[src/hw/rtl/bfba_pkg.sv]
// Shared types and constants of the best-fit block allocator.
`default_nettype none
package bfba_pkg;

  localparam int BYTES_W = 21;   // segment data size
  localparam int START_W = 21;   // segment header offset
  localparam int END_W   = 22;   // start + header + size
  localparam int SIZE_W  = 22;   // rounded request size

  localparam logic [2:0] OP_NOP     = 3'd0;
  localparam logic [2:0] OP_INIT    = 3'd1;
  localparam logic [2:0] OP_TAKE    = 3'd2;
  localparam logic [2:0] OP_RELEASE = 3'd3;
  localparam logic [2:0] OP_SPLIT   = 3'd4;
  localparam logic [2:0] OP_MERGE   = 3'd5;

  localparam logic       KIND_ALLOC = 1'b0;
  localparam logic       KIND_FREE  = 1'b1;

  localparam logic [1:0] ST_OK       = 2'd0;
  localparam logic [1:0] ST_ZERO     = 2'd1;
  localparam logic [1:0] ST_NO_FIT   = 2'd2;
  localparam logic [1:0] ST_BAD_FREE = 2'd3;

  typedef struct packed {
    logic [START_W-1:0] start;
    logic [BYTES_W-1:0] bytes;
    logic               free;
  } entry_t;

  // search word travelling down the chain
  typedef struct packed {
    logic               valid;
    logic               found;
    logic               rm_pend;   // next cell decides the right merge
    logic               lm;        // left neighbour free and adjacent
    logic               rm;        // right neighbour free and adjacent
    logic [BYTES_W-1:0] best_bytes;
    logic [START_W-1:0] best_start;
    logic [END_W-1:0]   prev_end;
    logic               prev_free;
  } token_t;

  typedef struct packed {
    logic [2:0]        op;
    logic [SIZE_W-1:0] val;
  } cmd_t;

endpackage
`default_nettype wire

[src/hw/rtl/bfba_cell.sv]
// One segment cell: holds an entry, updates the search word, applies table commands.
`default_nettype none
module bfba_cell #(
  parameter int IDX          = 0,
  parameter int HEADER_BYTES = 24,
  parameter int MAX_SEGMENTS = 64,
  parameter int ADDR_BITS    = 20
) (
  input  wire                                         clk,
  input  wire                                         rst,
  input  wire  bfba_pkg::token_t                      tok_in,
  input  wire  [$clog2(MAX_SEGMENTS)-1:0]             bidx_in,
  output bfba_pkg::token_t                            tok_out,
  output logic [$clog2(MAX_SEGMENTS)-1:0]             bidx_out,
  input  wire  bfba_pkg::cmd_t                        cmd,
  input  wire  [$clog2(MAX_SEGMENTS)-1:0]             cmd_idx,
  input  wire                                         op_free,
  input  wire  [bfba_pkg::SIZE_W-1:0]                 size,
  input  wire  [ADDR_BITS-1:0]                        addr,
  input  wire  [$clog2(MAX_SEGMENTS+1)-1:0]           count,
  input  wire  bfba_pkg::entry_t                      left,
  input  wire  bfba_pkg::entry_t                      right,
  output bfba_pkg::entry_t                            ent
);
  localparam int IW = $clog2(MAX_SEGMENTS);
  localparam logic [IW:0] MY = (IW+1)'(IDX);

  bfba_pkg::token_t          t;
  logic [IW-1:0]             b;
  logic                      live;
  logic [bfba_pkg::END_W-1:0] ent_end;
  logic                      hit;
  logic [IW:0]               ci;
  logic [IW:0]               ci1;

  assign live    = 32'(IDX) < 32'(count);
  assign ent_end = bfba_pkg::END_W'(ent.start) + bfba_pkg::END_W'(HEADER_BYTES)
                 + bfba_pkg::END_W'(ent.bytes);
  assign hit     = (33'(ent.start) + 33'(HEADER_BYTES)) == 33'(addr);
  assign ci      = {1'b0, cmd_idx};
  assign ci1     = ci + 1'b1;

  always_comb begin
    t = tok_in;
    b = bidx_in;
    if (!op_free) begin
      if (live && ent.free && bfba_pkg::SIZE_W'(ent.bytes) >= size &&
          (!tok_in.found || ent.bytes < tok_in.best_bytes)) begin
        t.found      = 1'b1;
        t.best_bytes = ent.bytes;
        t.best_start = ent.start;
        b            = IW'(IDX);
      end
    end else begin
      if (tok_in.rm_pend) begin
        t.rm      = live && ent.free && tok_in.prev_end == bfba_pkg::END_W'(ent.start);
        t.rm_pend = 1'b0;
      end
      if (!tok_in.found && live && !ent.free && hit) begin
        t.found   = 1'b1;
        t.lm      = tok_in.prev_free && tok_in.prev_end == bfba_pkg::END_W'(ent.start);
        t.rm_pend = 1'b1;
        b         = IW'(IDX);
      end
    end
    t.prev_end  = ent_end;
    t.prev_free = ent.free;
  end

  always_ff @(posedge clk) begin
    if (rst) begin
      tok_out.valid <= 1'b0;
    end else begin
      tok_out  <= t;
      bidx_out <= b;
    end
  end

  always_ff @(posedge clk) begin
    case (cmd.op)
      bfba_pkg::OP_INIT: begin
        ent.start <= '0;
        ent.bytes <= (IDX == 0) ? bfba_pkg::BYTES_W'(cmd.val) : '0;
        ent.free  <= (IDX == 0);
      end
      bfba_pkg::OP_TAKE: begin
        if (MY == ci) ent.free <= 1'b0;
      end
      bfba_pkg::OP_RELEASE: begin
        if (MY == ci) ent.free <= 1'b1;
      end
      bfba_pkg::OP_SPLIT: begin
        if (MY == ci) begin
          ent.bytes <= bfba_pkg::BYTES_W'(cmd.val);
          ent.free  <= 1'b0;
        end else if (MY == ci1) begin
          ent.start <= bfba_pkg::START_W'(bfba_pkg::SIZE_W'(left.start)
                       + bfba_pkg::SIZE_W'(HEADER_BYTES) + cmd.val);
          ent.bytes <= bfba_pkg::BYTES_W'(bfba_pkg::SIZE_W'(left.bytes) - cmd.val
                       - bfba_pkg::SIZE_W'(HEADER_BYTES));
          ent.free  <= 1'b1;
        end else if (MY > ci1) begin
          ent <= left;
        end
      end
      bfba_pkg::OP_MERGE: begin
        if (MY == ci) begin
          ent.bytes <= ent.bytes + bfba_pkg::BYTES_W'(HEADER_BYTES) + right.bytes;
        end else if (MY > ci) begin
          ent <= right;
        end
      end
      default: begin
      end
    endcase
  end
endmodule
`default_nettype wire

[config.mk]
export PLATFORM = sky130hd
export DESIGN_NAME = bfba_cell
export DESIGN_NICKNAME = d
export VERILOG_FILES = /design/src/hw/rtl/bfba_pkg.sv /design/src/hw/rtl/bfba_cell.sv
export SDC_FILE = /design/constraint.sdc
export NUM_CORES = 1
export LEC_CHECK = 0
export BUFFER_PORTS_ARGS = -buffer_cell sky130_fd_sc_hd__buf_2
export CAP_MARGIN = 30
export CORE_MARGIN = 10
export CORE_UTILIZATION = 35
export DETAILED_ROUTE_END_ITERATION = 6
export MAX_ROUTING_LAYER = met4
export SLEW_MARGIN = 20
export SYNTH_ARGS = -nofsm -noshare
export SYNTH_HDL_FRONTEND = slang
export SYNTH_SLANG_ARGS = --single-unit
[constraint.sdc]
create_clock -name clk -period 4.1 [get_ports clk]
set_input_delay 0.205 -clock clk [delete_from_list [all_inputs] [get_ports clk]]
set_output_delay 0.205 -clock clk [all_outputs]
set_load 0.01 [all_outputs]
# == After elaboration in Yosys (flattened, before gate mapping) ==
# Cells that the tools add are included.
# totals
ff_bits,119
latch_bits,0
mem_bits_rw,0
mem_bits_ro,0
input_bits,245
output_inout_bits,119
elab_cells,83
memories,0
# op_classes
n_addsub,10
n_mul,0
div_mod_pow,0
n_lt_le_gt_ge,5
eq_ne,15
shift,0
n_mux,22
n_bitwise,0
n_reduce_logical,18
# ops
operator,n
$mux 43,3
$pmux 42 s3,1
$mux 42,2
$mux 21,3
$add 21x5->22 const B,2
$add 21x21->21,2
$add 21x5->21 const B,2
$add 22x21->22,1
$eq 22x20->1,1
$eq 22x21->1,1
$ge 21x22->1,1
$mux 22,1
$lt 21x21->1,1
$sub 21x21->21,1
$sub 21x5->21 const B,1
$mux 6,3
$logic_not 7->1,2
$ne 2x2->1 const B,5
$logic_and 1x1->1,8
$add 6x1->7 const B,1
$gt 1x7->1 const A,1
$lt 1x7->1 const A,1
$eq 3x2->1 const B,2
$eq 3x3->1 const B,2
14 further kinds,22

# == Longest topological paths before layout ==
# Gate-level depths: netlist of run 1.
# depth
ltp_word,6
ltp_mapped,14

# == Worst setup path before layout of run 1 ==
# No wires, ideal clock.
# synth_timing
path_type,register -> register
start,register ent[2] (netlist name)
end,register ent[20] (netlist name) (data pin)
arrival_time_ns,2.827
slack_ns,1.005
stages_incl_launch_ff,12
path_buffers,0
period_less_slack_ns,3.095
path_cell_list,edfxtp_1 > ha_1 > ha_1 > fa_1 > a21oi_1 > o211ai_1 > o21ai_0 > o31ai_1 > o41ai_1 > mux2i_1 > o2bb2ai_1 > a21oi_1
# synth_between
elab_chain_cells,4
# synth_rtl
item,line_no,text
"start, declared",bfba_cell.sv:23,output bfba_pkg::entry_t ent
"start signal, assigned",bfba_cell.sv:103,ent <= left;
"start signal, assigned",bfba_cell.sv:110,ent <= right;
$add 21x5->21,bfba_cell.sv:108,ent.bytes <= ent.bytes + bfba_pkg::BYTES_W'(HEADER_BYTES) + right.bytes;
$add 21x21->21,bfba_cell.sv:108,
$mux 21,bfba_cell.sv:107,if (MY == ci) begin
$pmux 42 s3,bfba_cell.sv:80,case (cmd.op)
# Every way passes these cells.
# A chain may end at the register's enable or synchronous reset.

==> run metrics, run 1 <==
run status=finished, final reports clean; TritonCTS clock tree=built; area of the die=43,600 um2; Pins Over Slew Limit=0; xor and xnor area share after synthesis=7.15%; critical path data arrival time=3860 ps; critical path peak fanout=42; CP top delay family=compound AO/OA/AOI/OAI gates; largest family of logic cells by synthesized area=adder cells; number of buffers created by CTS=17; ratio of final minimum period to clock period=89.8%; sequential area share after synthesis=28.5%; post-route worst setup slack=419 ps; Crit Path Category=register to register; path type of the worst min-delay path=primary input to register; Clock Tree Buf Depth=2; crit path buf inv count=1; detailed-route via count=12,100; height of the chip=209 um; clock network latency to the later pin of the worst-skew pair=430 ps; data required time at the worst endpoint=4280 ps; headroom to the max-slew limit=41.0%; DP Worst Slack=445 ps; unrepaired setup endpoints after global routing=false; number of enable flip-flop cells after synthesis=118; number of top-level pins=364; area of the core=35,400 um2; largest voltage drop on the vdd net=225 uV; CTS clk-pin slew, worst paths=60 ps; global routing usage summed across all routing layers=22.3%; post-detailed-placement half-perimeter wirelength=40,300 um; post-synthesis share of cell area spent on and, or, nand and nor gates=12.9%; fraction of registers with async set/reset=0%; leading post-synthesis cells by cell area=sky130_fd_sc_hd__edfxtp_1 (28%), sky130_fd_sc_hd__ha_1 (20%), sky130_fd_sc_hd__a21oi_1 (4.7%), sky130_fd_sc_hd__xnor2_1 (4.4%), sky130_fd_sc_hd__inv_1 (4.3%); via density per instance=5.44; floorplan die width=209 um; DR iter-0 viols=868; post-route ant nets=0; leakage power total=7.33 nW; number of warning messages in the yosys log=0; maximum level of the CTS H-tree=4; total wirelength of the detailed-routed design=49,400 um; # clock sinks=119; number of setup violations in the final report=0; area share of fa/ha/maj cells after synthesis=21.0%; Post-Syn Area per Cell=9.08 um2; grt total ovfl=0; critical path endpoint category=register; most used flip-flop cell after synthesis=sky130_fd_sc_hd__edfxtp_1; number of input and output port buffers inserted=362; DRT Pass-1 Iters=5; Resized cells post-CTS=0; number of synthesized register bits=119; setup_tns=0 ps; transition at the pin with the smallest max-transition slack=863 ps; Setup Skew=10.2 ps; wire per inst=22.2 um; Clock Root Buffer=sky130_fd_sc_hd__clkbuf_16; number of antenna violations at the first check in global routing=16; first-pass GRT wire length=72,700 um; row count=69; layout cell share with drive strength beyond 1=26.7%; master of the slowest instance on the critical path=sky130_fd_sc_hd__a2111oi_0; instance count of the mapped netlist=1,376; Area growth, synth to finish=24.7%; time the final worst path needs with I/O delays and setup=3680 ps; number of global-route vias before repair=11,900; number of nets in the synthesized netlist=1,828; synthesized area=12,500 um2; list of cells traversed by the critical path=ha_1 -> a21o_1 -> a211oi_1 -> a2111oi_0 -> o21ai_0 -> a21oi_4 -> buf_12 -> mux2_2; power density cells=308 nW/um2; pin count of the biggest net entering global routing=46; library cell occupying the most area in the post-synthesis netlist=sky130_fd_sc_hd__edfxtp_1; final hold violations=0; final estimated routing congestion in global placement=0.941; Max Freq=272 MHz; Layout Nets=2,191; remaining routing DRC violations=0; kind of start point of the critical path=register; list of most frequent post-synthesis cells=sky130_fd_sc_hd__ha_1 (203), sky130_fd_sc_hd__inv_1 (142), sky130_fd_sc_hd__a21oi_1 (118), sky130_fd_sc_hd__edfxtp_1 (118), sky130_fd_sc_hd__nor2_1 (81); most frequently used cell type in the post-synthesis netlist=sky130_fd_sc_hd__ha_1; share of the synthesized area in the top cell type=28.4%; mux share of post-synthesis cell area=4.33%; number of violations of the max-capacitance limit=0; area fraction in compound gates after synthesis=20.2%; CP max stage delay=610 ps; Starting Density=35.3%; number of library cell types mapped by synthesis=77; filler cell count=3,589
-- layer usage --
metal | routed length (um) | global-route usage, % | share of wire, % | vias up
met5 | 0 | - | 0 | -
met4 | 1320 | 8.76 | 2.7 | 0
met3 | 3220 | 4.10 | 6.5 | 73
met2 | 22700 | 33.8 | 46 | 490
met1 | 22100 | 28.8 | 45 | 5704
li1 | - | - | - | 5848
-- registers in the layout (all words and copies together) (netlist names) --
register  count
bidx_out      6
ent          43
tok_out      70
-- cells in the final DEF (no fill, tap or decap), drive strengths merged, types with 7 or more instances in the layout --
cell type  synthesis  routed
a2111oi            8       8
a211o              8       8
a211oi            18      18
a21o              43      43
a21oi            119     119
a31oi             17      17
and3              16      16
and3b              9       9
buf               15     388
clkbuf            31      21
clkinv             1       7
diode              0      16
edfxtp           118     118
ha               203     203
inv              142     143
mux2              40      40
mux2i              9       9
nand2             74      74
nand2b            10      10
nand3             36      36
nand4             16      16
nor2              81      81
nor2b             12      12
nor3              24      24
nor4              10      10
o211ai            11      11
o21a               7       7
o21ai             74      74
o21bai            17      17
o22ai             19      19
or3                7       7
xnor2             63      63
xor2              39      39
-- timing repair --
action / CTS / global route
endpoints found under the hold margin: 1 / 0
buffers inserted: 0 / 0
hold buffers: 2 / 0
-- worst reg2reg max path: cells and delay by family, from the launching register on --
family | cells | cell delay, ps
compound gates | 5 | 1720
flops | 1 | 590
mux | 1 | 430
fa+ha+maj | 1 | 410
buf+inv | 1 | 280
-- cell families after synthesis --
group,Yosys count
adders and majority gates,207
buffers and inverters,189
DFF,119
and+or+nand+nor,318
muxes,49
AOI/OAI and AO/OA,392
xor gates and xnor gates,102
-- layout make-up --
class                      count  area (um2)  area share [%]
multi-input combinational   1068        8210            52.7
clock buffer                  21         440            2.83
tap                          461         577            3.70
clock inverter                11         173            1.11
antenna                       16        40.0           0.257
sequential                   119        3560            22.9
timing repair buffer         390        2040            13.1
inverter                     143         538            3.45
-- per-stage QoR --
stage,instance area (um2),hold WS (ps),power [mW],cells,util (%)
after floorplan,12500,277,2.61,1376,-
after global placement,14900,392,3.18,2179,42.1
after detailed placement,14900,401,3.20,2179,42.1
after CTS,15500,42.5,4.82,2213,43.9
after global routing,15600,51.0,5.08,2229,44.0
final,15600,71.1,4.80,2229,44.0
-- report_power, final --
| group | switching [mW] | internal, mW |
|---|---|---|
| Sequential | 0.0842 | 1.47 |
| Combinational | 0.931 | 0.716 |
| Clock | 0.576 | 1.02 |
-- final timing paths --
kind / to / startpoint / slack [ps] / cells past startpoint
max: tok_out[34] / ent[17] / 420 / 8
min: tok_out[65] / tok_in[65] / 70 / 3
max reg2reg: tok_out[34] / ent[17] / 420 / 8
min reg2reg: tok_out[1] / ent[22] / 700 / 1
(Power assumes the default switching activity.)
==> run 2: changes to the inputs <==
- clock period: 4.1 -> 4.7 ns (I/O delays scaled with it)
==> run 2 against run 1 <==
  * Non-clock buffer count down 5
  * Utilization decreased by 0.26 points
  * Worst setup slack improved by 550 ps
  * Critical path depth increased by 4
  * Sequential power fell by 12%
  * Sequential share of layout area grew 0.13 points
  * Largest cell class unchanged
  * Largest power group unchanged
  * Highest routed layer unchanged
==> run metrics, run 2 (same netlist as run 1, synthesis figures left out) <==
run status=finished, final reports clean; maximum level of the CTS H-tree=4 (unchanged); list of cells traversed by the critical path=inv_1 -> ha_1 -> inv_1 -> ha_1 -> o21ai_0 -> o21ai_0 -> a31oi_1 -> o21ai_0 -> a211oi_1 -> or4_1 -> and3_1 -> o31a_1; final hold violations=0 (unchanged); number of antenna violations at the first check in global routing=8 (-8); data required time at the worst endpoint=4850 ps (+570 ps); most frequent cells in the layout=sky130_fd_sc_hd__buf_2 (362), sky130_fd_sc_hd__ha_1 (203), sky130_fd_sc_hd__inv_1 (141), sky130_fd_sc_hd__edfxtp_1 (118), sky130_fd_sc_hd__a21oi_1 (116); layout cell share with drive strength beyond 1=26.7% (-0.038 points); Starting Density=35.3% (unchanged); part of the total power dissipated in combinational logic=35.0% (+0.7 points); internal power consumption=2.67 mW (-17%); DR iter-0 viols=870 (+0.23%); grt total ovfl=0 (unchanged); Clock Power Share=31.4% (-1.9 points); largest voltage drop on the vdd net=242 uV (+7.9%); critical path endpoint category=register; number of setup violations in the final report=0 (unchanged); total wirelength of the detailed-routed design=49,200 um (-0.48%); Area growth, synth to finish=24.0%; number of buffers created by CTS=17 (unchanged); detailed-route via count=12,200 (+0.57%); TritonCTS clock tree=built; final estimated routing congestion in global placement=0.931 (-1.1%); remaining routing DRC violations=0 (unchanged); time the final worst path needs with I/O delays and setup=3730 ps (+49.0 ps); number of global-route vias before repair=12,000 (+0.69%); Pins Over Slew Limit=0 (unchanged); Largest regs=tok_out x70, ent x43, bidx_out x6; Setup Skew=13.8 ps (+3.66 ps); clock network latency to the later pin of the worst-skew pair=430 ps (about the same); path type of the worst min-delay path=primary input to register; Post-CTS Setup Bufs=0 (unchanged); leading cell type in the layout, fill and taps excluded=sky130_fd_sc_hd__buf_2; headroom to the max-slew limit=35.9% (-5.1 points); switching power=1.38 mW (-13%); wire per inst=22.2 um (+0.10%); via density per instance=5.50 (+1.2%); Clock Tree Buf Depth=2 (unchanged); number of top-level pins=364 (unchanged); cell with the most instances on the worst path=sky130_fd_sc_hd__o21ai_0; register containing the most flip-flops in the final layout=tok_out; leakage power total=7.28 nW (-0.60%); first-pass GRT wire length=73,000 um (+0.41%); height of the chip=209 um (unchanged); number of input and output port buffers inserted=362 (unchanged); area of the core=35,400 um2 (unchanged); sequential cell area=3560 um2 (unchanged); area taken by multi-input logic gates=8210 um2 (unchanged); transition at the pin with the smallest max-transition slack=961 ps (+98.4 ps); Placed Cells incl. Taps=2,173 (-0.28%); global routing usage summed across all routing layers=22.1% (-0.12 points); flip-flop count of the largest register, all copies and words added=70 (unchanged); crit path buf inv count=2 (+1); Crit Path Category=register to register; net switching fraction of the power=34.1% (+0.96 points); filler cell count=3,542 (-1.3%); critical path peak fanout=4 (-90%); CTS clk-pin slew, worst paths=50 ps (about the same); # clock sinks=119 (unchanged); post-route ant nets=0 (unchanged); final instance count without filler cells=2,216 (-0.58%); ratio of final minimum period to clock period=79.4% (-10 points); master of the slowest instance on the critical path=sky130_fd_sc_hd__or4_1; post-detailed-placement half-perimeter wirelength=39,500 um (-1.9%); area of the die=43,600 um2 (unchanged); Layout Nets=2,186 (-0.23%); critical path data arrival time=3880 ps (+20 ps); sequential share of power=33.6% (+1.2 points); CP max stage delay=510 ps (-100 ps); power density cells=262 nW/um2 (-15%); pin count of the biggest net entering global routing=76 (+65%); floorplan die width=209 um (unchanged); Max Freq=268 MHz (-1.3%); kind of start point of the critical path=register; setup_tns=0 ps (unchanged); Clock Root Buffer=sky130_fd_sc_hd__clkbuf_16; number of violations of the max-capacitance limit=0 (unchanged); unrepaired setup endpoints after global routing=false; CP top delay family=compound AO/OA/AOI/OAI gates; DRT Pass-1 Iters=6 (+1); row count=69 (unchanged)
-- run 2: changes by cell type in the layout (fill, tap and decap cells not counted), sizes merged, moves of 2 or more --
| cell | change |
|---|---|
| inv | -2 |
| clkinvlp | +3 |
| diode | -8 |
| bufinv | -3 |
| buf | -5 |
-- run 2: per-stage QoR --
step | util, % | area, um2 | setup slack, ps | hold WS (ps) | power [mW]
floorplan | - | 12500 | 1600 | 307 | 2.28
global placement | 41.9 | 14800 | 1020 | 423 | 2.76
detailed placement | 41.9 | 14800 | 951 | 428 | 2.78
CTS | 43.6 | 15400 | 945 | 66.9 | 4.07
global route | 43.8 | 15500 | 800 | 99.7 | 4.29
finish | 43.8 | 15500 | 970 | 98.7 | 4.06
-- run 2: layout make-up --
type	count	area share [%]
sequential	119	23.0
clock inverter	10	0.630
clock buffer	22	3.06
antenna	8	0.129
tap	461	3.72
inverter	143	3.47
timing repair buffer	385	13.0
multi-input combinational	1068	53.0
-- run 2: worst paths after layout --
kind	start	to	slack, ps	cells past startpoint
min	tok_in[65]	tok_out[65]	100	3
max	ent[4]	ent[21]	970	12
max reg2reg	ent[4]	ent[21]	970	12
min reg2reg	ent[22]	tok_out[1]	770	2
-- run 2: repair_timing --
item / in CTS / in global routing
resized for setup: 0 / 0
hold endpoints to repair: 1 / 0
hold buffers: 2 / 0
-- run 2: routing by layer --
layer / GRT usage (%) / wire, um
met5: - / 0
met4: 6.45 / 1000
met3: 3.39 / 3380
met2: 34.5 / 22700
met1: 29.1 / 22100
-- run 2: worst register-to-register path: stages, from the launching register on --
cell                       delay (ps)
sky130_fd_sc_hd__edfxtp_1         450
sky130_fd_sc_hd__inv_1            150
sky130_fd_sc_hd__ha_1             310
sky130_fd_sc_hd__inv_1             40
sky130_fd_sc_hd__ha_1             330
sky130_fd_sc_hd__o21ai_0          130
sky130_fd_sc_hd__o21ai_0          340
sky130_fd_sc_hd__a31oi_1          150
sky130_fd_sc_hd__o21ai_0          400
sky130_fd_sc_hd__a211oi_1         170
sky130_fd_sc_hd__or4_1            510
sky130_fd_sc_hd__and3_1           200
sky130_fd_sc_hd__o31a_1           290
-- run 2: power groups by stage --
stage                     registers [mW]  logic (mW)  clock network (mW)
after floorplan                     1.39       0.890                   0
after global placement              1.38        1.38                   0
after detailed placement            1.39        1.40                   0
after CTS                           1.36        1.41                1.30
after global routing                1.37        1.58                1.34
final                               1.36        1.42                1.27
